--- src/hdl/lkerl_pkg.sv ---
// Package for the LRU keyed event rate limiter: default sizes, the scan
// record that runs along the cell chain, the update command and the FSM states.
// No dependencies.
`default_nettype none

package lkerl_pkg;

  localparam int LKERL_TABLE_ENTRIES = 64;
  localparam int LKERL_KEY_BITS      = 32;
  localparam int LKERL_TIME_BITS     = 48;

  // Index and rank fields are sized for the largest table (256 entries).
  localparam int LKERL_IDX_W  = 8;
  localparam int LKERL_TIME_W = 64;
  localparam int LKERL_CNT_W  = 32;
  localparam int LKERL_CODE_W = 40;
  localparam int LKERL_WIN_W  = 32;

  localparam logic [LKERL_CNT_W-1:0] LKERL_CNT_MAX = '1;
  localparam logic [LKERL_WIN_W-1:0] LKERL_WINDOW_RESET = 32'd60000;

  // Register word addresses on the configuration port.
  localparam logic LKERL_REG_WINDOW = 1'b0;

  typedef struct packed {
    logic                    hit;
    logic [LKERL_IDX_W-1:0]  hit_idx;
    logic [LKERL_IDX_W-1:0]  hit_rank;
    logic [LKERL_TIME_W-1:0] hit_last;
    logic [LKERL_CNT_W-1:0]  hit_supp;
    logic                    free;
    logic [LKERL_IDX_W-1:0]  free_idx;
    logic [LKERL_IDX_W-1:0]  worst_rank;
    logic [LKERL_IDX_W-1:0]  worst_idx;
  } lkerl_scan_t;

  typedef struct packed {
    logic                    en;
    logic                    age_all;
    logic [LKERL_IDX_W-1:0]  limit;
    logic [LKERL_IDX_W-1:0]  slot;
    logic [LKERL_TIME_W-1:0] last;
    logic [LKERL_CNT_W-1:0]  supp;
  } lkerl_upd_t;

  typedef enum logic [2:0] {
    LKERL_IDLE,
    LKERL_SCAN,
    LKERL_DECIDE,
    LKERL_UPDATE,
    LKERL_PUSH
  } lkerl_state_t;

endpackage

`default_nettype wire

--- src/hdl/lkerl_cell.sv ---
// One table entry of the rate limiter: key, last report time, suppressed
// count and recency rank, plus one stage of the lookup scan. Uses lkerl_pkg.
`default_nettype none

module lkerl_cell
  import lkerl_pkg::*;
#(
  parameter int IDX           = 0,
  parameter int TABLE_ENTRIES = LKERL_TABLE_ENTRIES,
  parameter int KEY_BITS      = LKERL_KEY_BITS,
  parameter int TIME_BITS     = LKERL_TIME_BITS
) (
  input  wire logic                clk,
  input  wire logic                rst_n,
  input  wire logic [KEY_BITS-1:0] key_i,
  input  wire lkerl_scan_t         scan_i,
  output lkerl_scan_t              scan_o,
  input  wire lkerl_upd_t          upd_i
);

  localparam int RANK_W = (TABLE_ENTRIES > 2) ? $clog2(TABLE_ENTRIES) : 1;
  localparam logic [LKERL_IDX_W-1:0] MY_IDX = LKERL_IDX_W'(IDX);

  logic                   valid_r, valid_nxt;
  logic [KEY_BITS-1:0]    key_r, key_nxt;
  logic [TIME_BITS-1:0]   last_r, last_nxt;
  logic [LKERL_CNT_W-1:0] supp_r, supp_nxt;
  logic [RANK_W-1:0]      rank_r, rank_nxt;
  lkerl_scan_t            scan_r, scan_nxt;
  logic [LKERL_IDX_W-1:0] rank_ext;

  assign rank_ext = LKERL_IDX_W'(rank_r);
  assign scan_o   = scan_r;

  // Fold this entry into the scan record handed on to the next cell.
  always_comb begin
    scan_nxt = scan_i;
    if (!scan_i.hit && valid_r && (key_r == key_i)) begin
      scan_nxt.hit      = 1'b1;
      scan_nxt.hit_idx  = MY_IDX;
      scan_nxt.hit_rank = rank_ext;
      scan_nxt.hit_last = LKERL_TIME_W'(last_r);
      scan_nxt.hit_supp = supp_r;
    end
    if (!scan_i.free && !valid_r) begin
      scan_nxt.free     = 1'b1;
      scan_nxt.free_idx = MY_IDX;
    end
    if (rank_ext > scan_i.worst_rank) begin
      scan_nxt.worst_rank = rank_ext;
      scan_nxt.worst_idx  = MY_IDX;
    end
  end

  // Age newer entries (or all), then overwrite the chosen slot as newest.
  always_comb begin
    valid_nxt = valid_r;
    key_nxt   = key_r;
    last_nxt  = last_r;
    supp_nxt  = supp_r;
    rank_nxt  = rank_r;
    if (upd_i.en) begin
      if (valid_r && (upd_i.age_all || (rank_ext < upd_i.limit))) begin
        rank_nxt = rank_r + RANK_W'(1);
      end
      if (upd_i.slot == MY_IDX) begin
        valid_nxt = 1'b1;
        key_nxt   = key_i;
        last_nxt  = TIME_BITS'(upd_i.last);
        supp_nxt  = upd_i.supp;
        rank_nxt  = '0;
      end
    end
  end

  always_ff @(posedge clk) begin
    if (!rst_n) begin
      valid_r <= 1'b0;
    end else begin
      valid_r <= valid_nxt;
    end
  end

  always_ff @(posedge clk) begin
    key_r  <= key_nxt;
    last_r <= last_nxt;
    supp_r <= supp_nxt;
    rank_r <= rank_nxt;
    scan_r <= scan_nxt;
  end

endmodule

`default_nettype wire

--- config.mk ---
export PLATFORM = sky130hd
export DESIGN_NAME = lkerl_cell
export DESIGN_NICKNAME = d
export VERILOG_FILES = /design/src/hdl/lkerl_pkg.sv /design/src/hdl/lkerl_cell.sv
export SDC_FILE = /design/constraint.sdc
export NUM_CORES = 1
export LEC_CHECK = 0
export ABC_AREA = 1
export ABC_CLOCK_PERIOD_IN_PS = 12550
export BUFFER_PORTS_ARGS = -buffer_cell sky130_fd_sc_hd__buf_2
export CAP_MARGIN = 20
export CELL_PAD_IN_SITES_DETAIL_PLACEMENT = 2
export CELL_PAD_IN_SITES_GLOBAL_PLACEMENT = 2
export CORE_ASPECT_RATIO = 1.25
export CORE_MARGIN = 3
export CORE_UTILIZATION = 29
export CTS_CLUSTER_SIZE = 30
export DETAILED_ROUTE_END_ITERATION = 6
export HOLD_SLACK_MARGIN = 0.1
export PLACE_DENSITY_LB_ADDON = 0.1
export REMOVE_ABC_BUFFERS = 1
export SLEW_MARGIN = 20
export SYNTH_ARGS = -nofsm -noshare
export SYNTH_HDL_FRONTEND = slang
export SYNTH_SLANG_ARGS = --single-unit
--- constraint.sdc ---
create_clock -name clk -period 12.55 [get_ports clk]
set_input_delay 2.51 -clock clk [delete_from_list [all_inputs] [get_ports clk]]
set_output_delay 2.51 -clock clk [all_outputs]
set_load 0.05 [all_outputs]
# ---- Yosys cells after proc, flatten, opt, wreduce, memory -nomap -nowiden
# Index checks and enable logic that the tools add are counted.
dict set report word_totals {
  output_inout_bits 138
  in_bits 286
  regBits 257
  elab_cells 36
}
dict set report op_classes {
  addsub 1
  reduce_logical 12
  mux 3
  magnitude_cmp 2
  eq_ne 1
}
# op n
set ops {}
lappend ops {{$mux W102} 1}
lappend ops {{$eq A32 B32 Y1} 1}
lappend ops {{$mux W14} 1}
lappend ops {{$gt A6 B8 Y1} 1}
lappend ops {{$logic_not A8 Y1} 1}
lappend ops {{$lt A6 B8 Y1} 1}
lappend ops {{$add A6 B1 Y6 const B} 1}
lappend ops {{$mux W6} 1}
lappend ops {{$logic_and A1 B1 Y1} 4}
lappend ops {{$reduce_and A2 Y1} 2}
lappend ops {{$logic_not A1 Y1} 3}
lappend ops {{$reduce_bool A2 Y1} 1}
lappend ops {{$logic_or A1 B1 Y1} 1}

# ---- Longest topological paths before layout
dict set report depth {
  word_depth 5
  depth_mapped 13
  ltp_nobuf 11
}

# ---- Worst setup path after synthesis
# OpenSTA, ideal clock, no wires.
dict set report synth_path {
  path_kind {input-to-reg}
  start {input port upd_i[97] (netlist name)}
  end {register key_r[0], enable pin}
  setup_ns 0.465
  path_slack_ns 6.829
  path_buffers 0
  cell_stages 5
  t_required_ns 12.085
  arrival_ns 5.255
  path_cell_list {nor4_1 -> nand2_1 -> inv_1 -> nand2_1 -> inv_1}
}
dict set report synth_via {
  elab_chain_cells 2
}
# item line
set synth_rtl {}
lappend synth_rtl {{start, declared} lkerl_cell.sv:18} ;# input wire lkerl_upd_t upd_i
lappend synth_rtl {{$logic_not A8 Y1} lkerl_cell.sv:66} ;# if (upd_i.slot == MY_IDX) begin
lappend synth_rtl {{$reduce_and A2 Y1 (no line)} --}
lappend synth_rtl {{end signal, assigned} lkerl_cell.sv:85} ;# key_r <= key_nxt;
lappend synth_rtl {{end, declared} lkerl_cell.sv:25} ;# logic [KEY_BITS-1:0] key_r, key_nxt;
# No other way between the ends.
# A chain may end at the register's enable or synchronous reset.

==> results by group <==
Status
  – Outcome: complete, no violations

CTS
  – CTS sink cnt: 257
  – Post-CTS resize count: 0
  – CTS tree: done
  – Root buffer cell: clkbuf_16
  – Clk Latency, worst-skew pair: 0.55 ns
  – CTS Hold Bufs: 0
  – Post-CTS setup buffer count: 0
  – Clock buffer depth: 3
  – CTS Buf Count: 28
  – CTS clock-pin slew for the worst setup and hold paths: 0.06 ns
  – # H-tree levels: 1

Critical path
  – CP startpoint: scan_i[137]
  – Cell breakdown of the critical path: buf_2, nor2_1, nand3_1, nor2_1, nand2_1, nor2_4, nand3_4, buf_4, nand2_1, nand2_1
  – Worst r2r src: valid_r$_SDFFE_PN0P_
  – CP dominant cell by count: nand2_1
  – Type of the worst setup path: input pin to flop
  – Data arrival time of the worst path: 5.03 ns
  – Worst R2R Path Depth: 10
  – CP top delay family: simple AND/OR/NAND/NOR gates
  – Worst stage delay on the critical path: 0.61 ns
  – Setup crit end: scan_o[71]$_DFF_P_
  – Worst reg2reg path endpoint: scan_o[71]$_DFF_P_
  – Crit path depth: 10
  – Setup slack, reg-to-reg: 9.59 ns
  – CP max FO: 67
  – CP Launch Type: input pin
  – Crit path buf inv count: 2
  – Critical Path RT: 12.97 ns
  – Slowest cell on crit path: nor2_4
  – Crit path capture type: flop

Floorplan
  – Num ports: 424
  – Die X: 165 µm
  – Core Rows: 72
  – Starting Density: 0.296
  – Core area: 31,100 µm²
  – Die Area: 33,900 µm²
  – Die Span Y: 205 µm

Synthesis
  – Post-synthesis cell count: 922
  – Top post-synthesis cells by area: edfxtp_1 39%, dfxtp_1 30%, nand2_1 12%
  – Leading area contributor after synthesis: edfxtp_1
  – Mux cell area share after synthesis: 0
  – Synth Register Bits: 257
  – Post-Synth XOR/XNOR Area: 0.00572
  – Post-synth top area share: 0.386
  – Post-synthesis adder-cell area fraction: 0.0163
  – Largest family of logic cells by synthesized area: simple AND/OR/NAND/NOR gates
  – Synth Cell Area: 9190 µm²
  – Synth warn: 0
  – Share of the yosys chip area belonging to registers: 0.689
  – Complex-gate fraction of the synthesized area: 0.0114
  – Yosys cell types: 28
  – Syn_area_per_cell: 9.96 µm²
  – Synth Area in Simple Gates: 0.207

GRT
  – Grt total ovfl: 0
  – Largest net degree at the start of global routing: 82
  – Number of global-route vias before repair: 8,311
  – Aggregate global-route resource usage: 0.173
  – First-pass GRT wire length: 45.1 mm
  – Initial antenna violation count: 21

Timing
  – Final slew viol count: 0
  – Setup TNS: 0 ns
  – Final number of hold-violating endpoints: 0
  – Final critical-path required period: 4.61 ns
  – Final Skew: 0.0286 ns
  – Final setup margin: 7.94 ns
  – Tcrit/Tclk final: 0.368
  – Unrepaired setup endpoints after global routing: false
  – Max_slew headroom: 0.384
  – Final setup fails: 0
  – Slew @ Worst Pin: 0.924 ns
  – Final Hold Slack: 0.457 ns
  – Fmax: 0.217 GHz

Route
  – Avg Vias per Cell: 4.37
  – Avg WL per Cell: 17.4 µm
  – Post-route ant nets: 0
  – WL final: 30.8 mm
  – Vias: 7,723
  – DR DRC count: 0
  – DRT Pass-1 Iters: 4
  – Drt first-iter violations: 229

Placement
  – Placed wire-length estimate: 22.8 mm
  – Pre-CTS WS: 7.25 ns
  – Global placement routability congestion: 0.747
  – Port buffer count: 407

Pwr
  – LEAKAGE: 6.31 nW
  – Total power divided by cell area: 155 nW/µm²
  – VDD IR-drop max: 0.0975 mV

Layout
  – Final Core Density: 0.405
  – Layout cells sized above 1: 0.341
  – Nets: 1,629
  – Layout Area Growth over Synthesis: 37.1%

Hold path
  – Worst hold path class: flop to flop

Flow run
  – Maxcap violations: 0
==> through the flow <==
step                      cells  instance area [µm²]  power (mW)
after CTS                  1760                12600        1.98
after global placement     1708                11600        1.11
after floorplan             890                 9020        1.04
after detailed placement   1708                11600        1.12
after global routing       1767                12600        2.04
final                      1769                12600        1.95
==> synth_stat cells (all sizes together) <==
master	n
o211ai	1
clkbuf	10
edfxtp	118
nand3	89
nor4	3
inv	127
xor2	1
o21ai	10
buf	22
xnor2	5
clkinv	2
a21boi	1
nand4	2
dfxtp	139
nor3	3
nand2	292
nor3b	1
a21oi	8
or2	4
nor2	72
ha	12
==> routing by layer <==
layer  global-route usage  wire length (µm)  vias up
li1                     -                 -     3721
met3               0.0645              2710       73
met1                0.167             10400     3651
met4               0.0584              1030       22
met5                    0               140        -
met2                0.331             16500      256
==> layout make-up <==
| cell class | count | area (µm²) |
|---|---|---|
| inverters | 129 | 487 |
| multi-input cells | 504 | 2230 |
| diodes | 9 | 22.5 |
| clock inverters | 10 | 141 |
| well taps | 407 | 509 |
| repair buffers | 411 | 2070 |
| fillers | 3536 | 18500 |
| clock buffers | 42 | 815 |
| flip-flops and latches | 257 | 6330 |
==> logic make-up after synthesis <==
logic type,after synthesis
simple gates,466
flops,257
buf+inv,161
compound gates,20
fa+ha+maj,12
xor+xnor,6
==> worst min path at each step <==
stage | start | end | cells past startpoint
floorplan | last_r[43]$_DFFE_PP_ | scan_o[100]$_DFF_P_ | 2
global placement | last_r[17]$_DFFE_PP_ | scan_o[74]$_DFF_P_ | 2
detailed placement | last_r[8]$_DFFE_PP_ | scan_o[65]$_DFF_P_ | 2
CTS | last_r[9]$_DFFE_PP_ | scan_o[66]$_DFF_P_ | 2
global route | last_r[38]$_DFFE_PP_ | scan_o[95]$_DFF_P_ | 2
finish | last_r[9]$_DFFE_PP_ | scan_o[66]$_DFF_P_ | 2
==> sequential cells by signal (all words and copies together), names as in the netlist <==
signal and flops:
supp_r 32, rank_r 6, valid_r 1, last_r 48
scan_o 138, key_r 32
==> worst register-to-register path: stages, from the launching register on <==
cell	delay, ns
dfxtp_1	0.38
inv_2	0.06
nor2_1	0.13
nand3_1	0.09
nor2_1	0.13
nand2_1	0.13
nor2_4	0.61
nand3_4	0.45
buf_4	0.52
nand2_1	0.29
nand2_1	0.07
==> cells in the final DEF (no fill, tap or decap) <==
master and count:
inv_1 125, nand4_1 2, o21ai_0 10, nor3_1 3, clkbuf_8 4, clkinv_8 1, clkinv_4 1, ha_1 12
inv_4 1, nor3b_1 1, nor4_1 3, a21boi_0 1, clkinv_1 3, clkbuf_16 29, o211ai_1 1, clkinvlp_4 1
nand3_1 88, nor2_1 70, diode_2 9, or2_2 4, dfxtp_1 139, nor2_4 2, inv_2 1, xnor2_1 5
clkinv_2 3, clkbuf_1 9, nand3_4 1, xor2_1 1, edfxtp_1 118, buf_2 407, a21oi_1 8, nand2_1 292
bufinv_16 3, buf_4 4
==> report_power, final <==
group	switching, mW	internal, mW
sequential	0.00574	0.900
clock	0.340	0.510
combinational	0.135	0.0597
Note: power is estimated with default switching activity, not from simulation.
